$ cat config.mk
export PLATFORM = sky130hd
export DESIGN_NAME = dual_ramp_signal_sequencer
export DESIGN_NICKNAME = d
export VERILOG_FILES = /design/src/hw/rtl/drss_pkg.sv /design/src/hw/rtl/drss_eval.sv /design/src/hw/rtl/dual_ramp_signal_sequencer.sv
export SDC_FILE = /design/constraint.sdc
export NUM_CORES = 1
export LEC_CHECK = 0
export BUFFER_PORTS_ARGS = -buffer_cell sky130_fd_sc_hd__buf_2
export CAP_MARGIN = 30
export CORE_ASPECT_RATIO = 0.8
export CORE_MARGIN = 3
export CORE_UTILIZATION = 45
export DETAILED_ROUTE_END_ITERATION = 8
export PLACE_DENSITY_LB_ADDON = 0.25
export SLEW_MARGIN = 15
export SYNTH_ARGS = -nofsm -noshare
export SYNTH_HDL_FRONTEND = slang
export SYNTH_HIERARCHICAL = 1
export SYNTH_SLANG_ARGS = --single-unit
$ cat constraint.sdc
create_clock -name clk_i -period 5.44 [get_ports clk_i]
set_clock_uncertainty 0.15 [all_clocks]
set_input_delay 0.544 -clock clk_i [delete_from_list [all_inputs] [get_ports clk_i]]
set_output_delay 0.544 -clock clk_i [all_outputs]
set_load 0.01 [all_outputs]
$ cat src/hw/rtl/drss_pkg.sv
`default_nettype none
package drss_pkg;

  // configuration register indexes
  localparam logic [2:0] CFG_A_MIN_GREEN    = 3'd0;
  localparam logic [2:0] CFG_A_MAX_GREEN    = 3'd1;
  localparam logic [2:0] CFG_EXTENSION_STEP = 3'd2;
  localparam logic [2:0] CFG_ENTRY_CLEAR    = 3'd3;
  localparam logic [2:0] CFG_EXIT_CLEAR     = 3'd4;
  localparam logic [2:0] CFG_B_MIN_GREEN    = 3'd5;
  localparam logic [2:0] CFG_B_MAX_GREEN    = 3'd6;
  localparam logic [2:0] CFG_B_CLEAR        = 3'd7;

  localparam logic [7:0] SAT_MAX    = 8'd255;
  localparam logic [7:0] LAMP_RESET = 8'hA5;
  localparam logic [1:0] LAMP_RED   = 2'b01;
  localparam logic [1:0] LAMP_GREEN = 2'b10;

  typedef enum logic [2:0] {
    A_MIN_GREEN   = 3'd0,
    A_EXTEND      = 3'd1,
    A_ENTRY_CLEAR = 3'd2,
    A_G1_MIN      = 3'd3,
    A_G1_EXTEND   = 3'd4,
    A_LOOP_WAIT   = 3'd5,
    A_EXIT_CLEAR  = 3'd6
  } step_a_e;

  typedef enum logic [2:0] {
    B_MIN_GREEN  = 3'd0,
    B_EXTEND     = 3'd1,
    B_CLEAR      = 3'd2,
    B_REV_MIN    = 3'd3,
    B_REV_EXTEND = 3'd4,
    B_CLEAR_BACK = 3'd5
  } step_b_e;

  typedef struct packed {
    logic [7:0] a_min_green;
    logic [7:0] a_max_green;
    logic [7:0] extension_step;
    logic [7:0] entry_clear;
    logic [7:0] exit_clear;
    logic [7:0] b_min_green;
    logic [7:0] b_max_green;
    logic [7:0] b_clear;
  } cfg_t;

  localparam cfg_t CFG_RESET = '{
    a_min_green:    8'd10,
    a_max_green:    8'd20,
    extension_step: 8'd6,
    entry_clear:    8'd20,
    exit_clear:     8'd20,
    b_min_green:    8'd10,
    b_max_green:    8'd15,
    b_clear:        8'd20
  };

  typedef struct packed {
    logic second_tick;
    logic loop_one_busy;
    logic loop_two_busy;
    logic sugar_call_pulse;
    logic forklift_call_pulse;
  } item_in_t;

  typedef struct packed {
    logic [7:0] timer_a;
    logic [7:0] timer_b;
    step_a_e    step_a;
    step_b_e    step_b;
    logic [7:0] accum_a;
    logic [7:0] accum_b;
    logic       sugar_request;
    logic       forklift_request;
    logic       sugar_call;
    logic       clearance_done;
    logic [7:0] lamp;
  } seq_state_t;

  localparam seq_state_t STATE_RESET = '{
    timer_a:          8'd0,
    timer_b:          8'd0,
    step_a:           A_MIN_GREEN,
    step_b:           B_MIN_GREEN,
    accum_a:          8'd0,
    accum_b:          8'd0,
    sugar_request:    1'b0,
    forklift_request: 1'b0,
    sugar_call:       1'b0,
    clearance_done:   1'b0,
    lamp:             LAMP_RESET
  };

endpackage
`default_nettype wire

$ cat src/hw/rtl/drss_eval.sv
`default_nettype none
module drss_eval
  import drss_pkg::*;
(
  input  var cfg_t       cfg_i,
  input  var item_in_t   item_i,
  input  var seq_state_t cur_i,
  output seq_state_t     nxt_o
);

  function automatic logic [7:0] floor_sub(input logic [7:0] a, input logic [7:0] b);
    return (a > b) ? (a - b) : 8'd0;
  endfunction

  function automatic logic [7:0] sat_add(input logic [7:0] a, input logic [7:0] b);
    logic [8:0] s;
    s = {1'b0, a} + {1'b0, b};
    return s[8] ? SAT_MAX : s[7:0];
  endfunction

  logic [7:0] base_a;
  logic [7:0] base_b;
  logic [7:0] acc_a;
  logic [7:0] acc_b;
  seq_state_t s;

  assign base_a = floor_sub(cfg_i.a_min_green, cfg_i.extension_step);
  assign base_b = floor_sub(cfg_i.b_min_green, cfg_i.extension_step);

  always_comb begin
    s = cur_i;
    acc_a = sat_add(cur_i.accum_a, cfg_i.extension_step);
    acc_b = sat_add(cur_i.accum_b, cfg_i.extension_step);

    // tick and request latches come first
    if (item_i.second_tick) begin
      if (s.timer_a != SAT_MAX) s.timer_a = s.timer_a + 8'd1;
      if (s.timer_b != SAT_MAX) s.timer_b = s.timer_b + 8'd1;
    end
    if (item_i.sugar_call_pulse) s.sugar_request = 1'b1;
    if (item_i.forklift_call_pulse) s.forklift_request = 1'b1;

    // ramp A drives groups one and four
    unique case (s.step_a)
      A_MIN_GREEN: begin
        if (s.timer_a >= base_a) begin
          s.step_a = A_EXTEND; s.accum_a = base_a; s.timer_a = 8'd0;
        end
      end
      A_EXTEND: begin
        if (s.timer_a >= cfg_i.extension_step) begin
          s.accum_a = acc_a;
          s.timer_a = 8'd0;
          if (acc_a > cfg_i.a_max_green && s.sugar_request) begin
            s.step_a = A_ENTRY_CLEAR;
            s.lamp[1:0] = LAMP_RED; s.lamp[7:6] = LAMP_RED;
            s.sugar_call = 1'b1;
          end
        end
      end
      A_ENTRY_CLEAR: begin
        if (s.timer_a >= cfg_i.entry_clear && cur_i.clearance_done) begin
          s.step_a = A_G1_MIN; s.timer_a = 8'd0;
          s.lamp[1:0] = LAMP_GREEN; s.lamp[7:6] = LAMP_RED;
        end
      end
      A_G1_MIN: begin
        if (s.timer_a >= base_a) begin
          s.sugar_request = 1'b0; s.step_a = A_G1_EXTEND;
          s.accum_a = base_a; s.timer_a = 8'd0;
        end
      end
      A_G1_EXTEND: begin
        if (s.timer_a >= cfg_i.extension_step) begin
          s.accum_a = acc_a;
          if (item_i.loop_one_busy && item_i.loop_two_busy) begin
            s.step_a = A_LOOP_WAIT;
            s.lamp[1:0] = LAMP_RED; s.lamp[7:6] = LAMP_RED;
            s.sugar_call = 1'b0;
          end else begin
            s.timer_a = 8'd0;
          end
        end
      end
      A_LOOP_WAIT: begin
        // timer keeps running from the extension phase
        if (!item_i.loop_one_busy && !item_i.loop_two_busy) begin
          s.step_a = A_EXIT_CLEAR; s.timer_a = 8'd0;
        end
      end
      A_EXIT_CLEAR: begin
        if (s.timer_a >= cfg_i.exit_clear) begin
          s.step_a = A_MIN_GREEN; s.timer_a = 8'd0;
          s.lamp[1:0] = LAMP_RED; s.lamp[7:6] = LAMP_GREEN;
        end
      end
      default: begin
      end
    endcase

    // ramp B drives groups two and three, sees ramp A's updated call
    unique case (s.step_b)
      B_MIN_GREEN: begin
        if (s.timer_b >= base_b) begin
          s.step_b = B_EXTEND; s.accum_b = base_b; s.timer_b = 8'd0;
        end
      end
      B_EXTEND: begin
        if (s.timer_b >= cfg_i.extension_step) begin
          s.accum_b = acc_b;
          s.timer_b = 8'd0;
          if (acc_b > cfg_i.b_max_green && (s.forklift_request || s.sugar_call)) begin
            s.step_b = B_CLEAR;
            s.lamp[3:2] = LAMP_RED; s.lamp[5:4] = LAMP_RED;
          end
        end
      end
      B_CLEAR: begin
        if (s.timer_b >= cfg_i.b_clear) begin
          s.clearance_done = 1'b1; s.step_b = B_REV_MIN; s.timer_b = 8'd0;
          s.lamp[3:2] = LAMP_GREEN; s.lamp[5:4] = LAMP_RED;
        end
      end
      B_REV_MIN: begin
        if (s.timer_b >= base_b) begin
          s.forklift_request = 1'b0; s.step_b = B_REV_EXTEND;
          s.accum_b = base_b; s.timer_b = 8'd0;
        end
      end
      B_REV_EXTEND: begin
        if (s.timer_b >= cfg_i.extension_step) begin
          s.accum_b = acc_b;
          s.timer_b = 8'd0;
          if ((acc_b > cfg_i.b_max_green || !s.forklift_request) && !s.sugar_call) begin
            s.step_b = B_CLEAR_BACK;
            s.lamp[3:2] = LAMP_RED; s.lamp[5:4] = LAMP_RED;
          end else begin
            s.forklift_request = 1'b0;
          end
        end
      end
      B_CLEAR_BACK: begin
        if (s.timer_b >= cfg_i.b_clear) begin
          s.step_b = B_MIN_GREEN; s.timer_b = 8'd0;
          s.lamp[3:2] = LAMP_RED; s.lamp[5:4] = LAMP_GREEN;
        end
      end
      default: begin
      end
    endcase

    nxt_o = s;
  end

endmodule
`default_nettype wire

$ cat src/hw/rtl/dual_ramp_signal_sequencer.sv
`default_nettype none
// Dual ramp signal sequencer: two interlocked lamp sequencers, ramp A (7 steps)
// and ramp B (6 steps), driving four signal groups.
// Input stream (s_axis): one item per evaluation pass, carrying the second tick,
// both loop levels and the sugar and forklift call pulses.
// Output stream (m_axis): one item per input item, carrying the lamp bits, both
// step numbers and the sugar call flag, all taken after the pass.
// Configuration: cfg_we_i writes cfg_wdata_i into register cfg_idx_i on the
// clock edge; write only while no item is in flight.
// An accepted item is held in the input register; its result is registered in
// the result register. Throughput is one item per cycle while m_axis_tready is
// high; the pass is a single stage of compares and saturating adds between
// them, and the sequencer state updates together with the result register.
// The result register holds its item while m_axis_tready is low; one more item
// may wait in the input register, then s_axis_tready drops.
// Reset: both ramps go to step 0, timers, accumulators and latches clear, the
// lamps show groups one and two red and three and four green, and the
// configuration registers return to their default times.
module dual_ramp_signal_sequencer
  import drss_pkg::*;
(
  input  wire        clk_i,
  input  wire        rst_ni,
  input  wire        s_axis_tvalid,
  output logic       s_axis_tready,
  // [0] second_tick, [1] loop_one_busy, [2] loop_two_busy,
  // [3] sugar_call_pulse, [4] forklift_call_pulse, [7:5] zero
  input  wire  [7:0] s_axis_tdata,
  output logic       m_axis_tvalid,
  input  wire        m_axis_tready,
  // [7:0] lamp_bits, [10:8] ramp_a_step, [13:11] ramp_b_step,
  // [14] sugar_call_active, [15] zero
  output logic [15:0] m_axis_tdata,
  input  wire        cfg_we_i,
  input  wire  [2:0] cfg_idx_i,
  input  wire  [7:0] cfg_wdata_i
);

  cfg_t       cfg_q;
  seq_state_t st_q;
  seq_state_t st_d;
  item_in_t   in_q;
  logic       in_valid_q;
  logic       out_valid_q;
  logic [15:0] out_data_q;
  logic       advance;

  assign advance       = !out_valid_q || m_axis_tready;
  assign s_axis_tready = !in_valid_q || advance;
  assign m_axis_tvalid = out_valid_q;
  assign m_axis_tdata  = out_data_q;

  drss_eval u_eval (
    .cfg_i  (cfg_q),
    .item_i (in_q),
    .cur_i  (st_q),
    .nxt_o  (st_d)
  );

  always_ff @(posedge clk_i or negedge rst_ni) begin
    if (!rst_ni) begin
      cfg_q <= CFG_RESET;
    end else if (cfg_we_i) begin
      unique case (cfg_idx_i)
        CFG_A_MIN_GREEN:    cfg_q.a_min_green    <= cfg_wdata_i;
        CFG_A_MAX_GREEN:    cfg_q.a_max_green    <= cfg_wdata_i;
        CFG_EXTENSION_STEP: cfg_q.extension_step <= cfg_wdata_i;
        CFG_ENTRY_CLEAR:    cfg_q.entry_clear    <= cfg_wdata_i;
        CFG_EXIT_CLEAR:     cfg_q.exit_clear     <= cfg_wdata_i;
        CFG_B_MIN_GREEN:    cfg_q.b_min_green    <= cfg_wdata_i;
        CFG_B_MAX_GREEN:    cfg_q.b_max_green    <= cfg_wdata_i;
        CFG_B_CLEAR:        cfg_q.b_clear        <= cfg_wdata_i;
        default: begin
        end
      endcase
    end
  end

  always_ff @(posedge clk_i or negedge rst_ni) begin
    if (!rst_ni) begin
      in_valid_q  <= 1'b0;
      out_valid_q <= 1'b0;
      st_q        <= STATE_RESET;
    end else begin
      if (s_axis_tready) in_valid_q <= s_axis_tvalid;
      if (advance) begin
        out_valid_q <= in_valid_q;
        if (in_valid_q) st_q <= st_d;
      end
    end
  end

  // payload registers
  always_ff @(posedge clk_i) begin
    if (s_axis_tready && s_axis_tvalid) begin
      in_q.second_tick         <= s_axis_tdata[0];
      in_q.loop_one_busy       <= s_axis_tdata[1];
      in_q.loop_two_busy       <= s_axis_tdata[2];
      in_q.sugar_call_pulse    <= s_axis_tdata[3];
      in_q.forklift_call_pulse <= s_axis_tdata[4];
    end
    if (advance && in_valid_q) begin
      out_data_q <= {1'b0, st_d.sugar_call, 3'(st_d.step_b), 3'(st_d.step_a), st_d.lamp};
    end
  end

endmodule
`default_nettype wire
=== Yosys cells after proc, flatten, opt, wreduce, memory -nomap -nowiden ===
Cells that the tools add are included.

* Memory bits (writable): 0
* Output and inout bits: 18
* Bits of input ports: 24
* ROM bits: 0
* Bits in latches: 0
* Register bits: 136
* Word-level logic and storage cells: 186
* Memories: 0

* Multipliers: 0
* Add/sub/neg operators: 6
* $lt $le $gt $ge: 11
* Reductions and logical operators: 40
* Bitwise operators: 0
* Div/mod/pow operators: 0
* Shift-type cells: 0
* Equal/unequal tests: 24
* Muxes and demuxes: 78

{| class="wikitable"
|+ Operators with widths
! operator !! count
|-
| $mux W8 || 20
|-
| $ge A8 B8 Y1 || 7
|-
| $mux W3 || 17
|-
| $pmux W8 S6 || 1
|-
| $gt A8 B8 Y1 || 4
|-
| $pmux W8 S2 || 2
|-
| $eq A3 B3 Y1 const B || 9
|-
| $mux W2 || 12
|-
| $mux W4 || 6
|-
| $pmux W8 S3 || 1
|-
| $pmux W3 S7 || 1
|-
| $add A8 B8 Y9 || 2
|-
| $eq A3 B2 Y1 const B || 6
|-
| $pmux W3 S6 || 1
|-
| $reduce_and A2 Y1 || 9
|-
| $add A8 B1 Y8 const B || 2
|-
| $mux W16 || 1
|-
| $ne A8 B8 Y1 const B || 2
|-
| $pmux W2 S4 || 2
|-
| $pmux W4 S4 || 1
|-
| $sub A8 B8 Y8 || 2
|-
| $mux W1 || 11
|-
| $reduce_and A5 Y1 || 2
|-
| $reduce_or A2 Y1 || 5
|-
| 9 further kinds || 33
|}

=== Logic depth before layout (Yosys ltp) ===
* Depth after elaboration: 12
* Gate-level depth with buffers: 22
* Depth with buffers taken out: 21

=== Hierarchy ===
The synthesis kept the hierarchy.

{| class="wikitable"
|+ By module, submodules not included
! module !! instances !! seq. area each (um^2) !! area each (um^2) !! cells an instance
|-
| dual_ramp_signal_sequencer || 1 || 3530.9 || 5036.1 || 278
|-
| drss_eval || 1 || 0.0 || 4561.9 || 653
|}

=== Least setup slack after synthesis ===
No wires, ideal clock.

* Path kind: register -> register
* Start point: register cfg_q[41] (netlist name)
* End point: register st_q[27] (netlist name)
* Arrival time: 4.250 ns
* Cell stages (with the launch flop): 19
* Path slack: 0.915 ns
* Cells stage by stage: dfstp_2 -> inv_1 -> fa_1 -> a21o_1 -> a21oi_1 -> nor2b_1 -> o311ai_1 -> a21oi_1 -> nor2b_1 -> ha_1 -> nor2b_1 -> o21ai_1 -> a41oi_1 -> a21oi_1 -> nand2_1 -> and2_1 -> buf_6 -> a221o_1 -> mux2_2

{| class="wikitable"
|+ RTL lines
! element !! line !! text
|-
| from (decl) || dual_ramp_signal_sequencer.sv:39 || <nowiki>cfg_t cfg_q;</nowiki>
|-
| to (signal assigned) || dual_ramp_signal_sequencer.sv:88 || <nowiki>if (in_valid_q) st_q <= st_d;</nowiki>
|-
| to (decl) || dual_ramp_signal_sequencer.sv:40 || <nowiki>seq_state_t st_q;</nowiki>
|}

==> metrics <==
Worst Setup End Kind flop; synth warn 6; deepest clock path buffer count 2; worst skew pair latency 420 ps; CP Cell Sequence inv_1, fa_1, a21o_1, a21oi_1, nor2b_1, o311ai_1, a21oi_1, nor2b_1, ha_1, nor2b_1, o21ai_1, a41oi_1, a21oi_1, nand2_1, and2_1, a22oi_1, o21ai_0, mux2_2; routed vias/inst 5.68; pwr dens 516 mW/mm^2; final core occ 51.3%; DP Area 0.0101 mm^2; worst slack at placement 445 ps; final worst slack 332 ps; unrepaired setup endpoints after global routing no; final instance area 0.0107 mm^2; Reg clk slew, reported paths 70 ps; ant diodes 0; FMAX 196 MHz; Synthesized Nets 1065; WP data required 5600 ps; Area Growth Syn to Fin 11.2%; cells after synthesis 931; Setup TNS 0 ps; Pins Over Slew Limit 0; outcome finished clean; kind of critical path reg2reg; die area 0.0231 mm^2; Unique masters post-synth 84; sequential fraction of the synthesis area 36.8%; Post-Syn Area 0.00960 mm^2; area share of the largest cell type after synthesis 24.5%; layout filler cell count 1897; Rows 47; CTS-repair resized insts 0; Top delay family on crit path compound AO/OA/AOI/OAI gates; top cells by area, synth dfrtp_1 25%, ha_1 14%, mux2_2 14%; Layout Cells excl Fill 1264; footprint of the multi-input gates 0.00563 mm^2; Sinks on Clock Net 136; ys flop type dfrtp_1; Post-layout nets 1116; Avg Inst Size Synth 10.3 um^2; CTS Buf Count 17; Reg area 0.00353 mm^2; Pleak 5.02 nW; leading area contributor after synthesis dfrtp_1; Die Height 137 um; Initial Utilization 46.1%; Routed Antenna Nets 0; Worst Hold Class in2reg; die width 169 um; WP data arrival 5270 ps; H-Tree Depth 4; crit start category flop; DRT iter0 DRCs 623; Port Buffers 37; overall routing resource usage 20.8%; Slowest Stage Delay on Critical Path 600 ps; initial antenna violation count 1; vias in the first global route 6940; detailed placement HPWL 16.9 mm; max_slew headroom 40.3%; CP bufs+invs 1; CTS tree yes; Final period util 93.9%; Fin. Hold Viols 0; RePlAce Congestion 0.867; gr ovfl total 0; DR WL/cell 18.4 um; Async SR Flop Fraction 85.3%; via count 7175; VDD IR-drop max 0.237 mV; dpl cells 1230; I/O pin count 42; Seq cells post-synth 136; Worst Tran Pin Value 891 ps; layout cell share with drive strength beyond 1 24.8%; first drt pass iteration count 5; Core ar. 0.0208 mm^2; largest net degree at the start of global routing 74; Worst Path Max Fanout 8; drt total wl 23.2 mm; max_cap viols 0; Post-synth EDFFs 20; Worst path slowest cell dfstp_2; Residual DRC 0; CTS root buffer clkbuf_16; Final min period 5110 ps; final setup fails 0; first-pass GRT wire length 37.5 mm
[final timing paths]
kind / start / end / slack (ps) / cells past startpoint
max: cfg_q[41]$_DFFE_PN1P_ / st_q[20]$_DFFE_PN0P_ / 330 / 18
min: s_axis_tdata[1] / in_q[3]$_DFFE_PP_ / 140 / 1
max reg2reg: cfg_q[41]$_DFFE_PN1P_ / st_q[20]$_DFFE_PN0P_ / 330 / 18
min reg2reg: cfg_q[6]$_DFFE_PN0P_ / cfg_q[6]$_DFFE_PN0P_ / 350 / 1
max in group asynchronous: rst_ni / cfg_q[28]$_DFFE_PN1P_ / 3490 / 4
min in group asynchronous: rst_ni / cfg_q[56]$_DFFE_PN0P_ / 540 / 2
[sequential cells by signal, summed over array words and instances, names as in the netlist]
name and cells:
m_axis_tdata 15, m_axis_tvalid 1, cfg_q 64, in_q 5, st_q 50, in_valid_q 1
[synth_stat cells (6+ instances only)]
library cell,count
a211oi_1,8
a21o_1,17
a21oi_1,44
a221o_1,10
a31oi_1,6
and2_1,6
and3_1,12
buf_2,6
dfrtp_1,94
dfstp_2,22
edfxtp_1,20
ha_1,106
inv_1,75
mux2_2,116
nand2_1,68
nand2b_1,13
nand3_1,14
nand4_1,15
nor2_1,64
nor2b_1,19
nor3_1,9
o21a_1,7
o21ai_0,37
o221ai_1,7
xnor2_1,19
xor2_1,10
[metal layers]
metal	GRT usage, %	share of wire [%]
met1	29.8	50
met2	31.8	44
met3	4.24	4.0
met4	6.13	2.3
met5	0	0
[kinds of logic after synthesis]
group | Yosys count | synth area share, %
simple gates | 246 | 13.2
compound gates | 192 | 14.1
flops | 136 | 36.8
mux | 120 | 14.0
fa+ha+maj | 110 | 14.7
buf+inv | 97 | 4.56
xor+xnor | 29 | 2.65
other cells | 1 | 0.0391
[power by group]
group / switching [W] / leakage (nW) / internal, W / total [W]
clock: 0.000476 / 0.277 / 0.000643 / 0.00112
combinational: 0.00156 / 3.15 / 0.00124 / 0.00280
sequential: 0.000252 / 1.60 / 0.00133 / 0.00159
total: 0.00229 / 5.02 / 0.00321 / 0.00551
[area by class of cell]
cell class | count | area share, %
sequential | 136 | 33.1
multi-input combinational | 698 | 52.8
inverter | 77 | 2.71
clock inverter | 14 | 1.15
tap | 269 | 3.15
timing repair buffer | 52 | 3.02
clock buffer | 18 | 4.11
[worst register-to-register path, stage by stage (launching register included)]
cell      delay, ps
dfstp_2         600
inv_1           250
fa_1            530
a21o_1          200
a21oi_1         210
nor2b_1          90
o311ai_1        360
a21oi_1         140
nor2b_1         190
ha_1            280
nor2b_1          50
o21ai_1         160
a41oi_1         150
a21oi_1         600
nand2_1         140
and2_1          300
a22oi_1         200
o21ai_0         110
mux2_2          290
[per-stage QoR]
stage	hold slack (ps)	power (W)
floorplan	98.4	0.00364
global placement	338	0.00430
detailed placement	343	0.00436
CTS	122	0.00551
global route	122	0.00598
finish	143	0.00551
[cell usage in the layout, fill, tap and decap left out, types with 5 or more instances in the layout]
cell / instances
clkinv_2: 5
ha_1: 106
nor3_1: 9
a31oi_1: 6
a21oi_1: 44
buf_2: 36
nand3_1: 14
and2_1: 6
dfstp_2: 22
o21ai_0: 37
nand4_1: 15
a221o_1: 10
buf_4: 14
nor2b_1: 19
inv_1: 75
nand2_1: 67
and3_1: 12
a211oi_1: 8
xor2_1: 10
mux2_2: 116
o21a_1: 7
edfxtp_1: 20
dfrtp_1: 94
nor2_1: 64
clkbuf_16: 17
o221ai_1: 7
nand2b_1: 13
xnor2_1: 19
a21o_1: 17
[timing repair]
item	CTS	global route
hold endpoints to repair	3	0
buffers inserted	0	0
hold buffers	1	0
No activity file was read; power rests on OpenSTA's default activity.
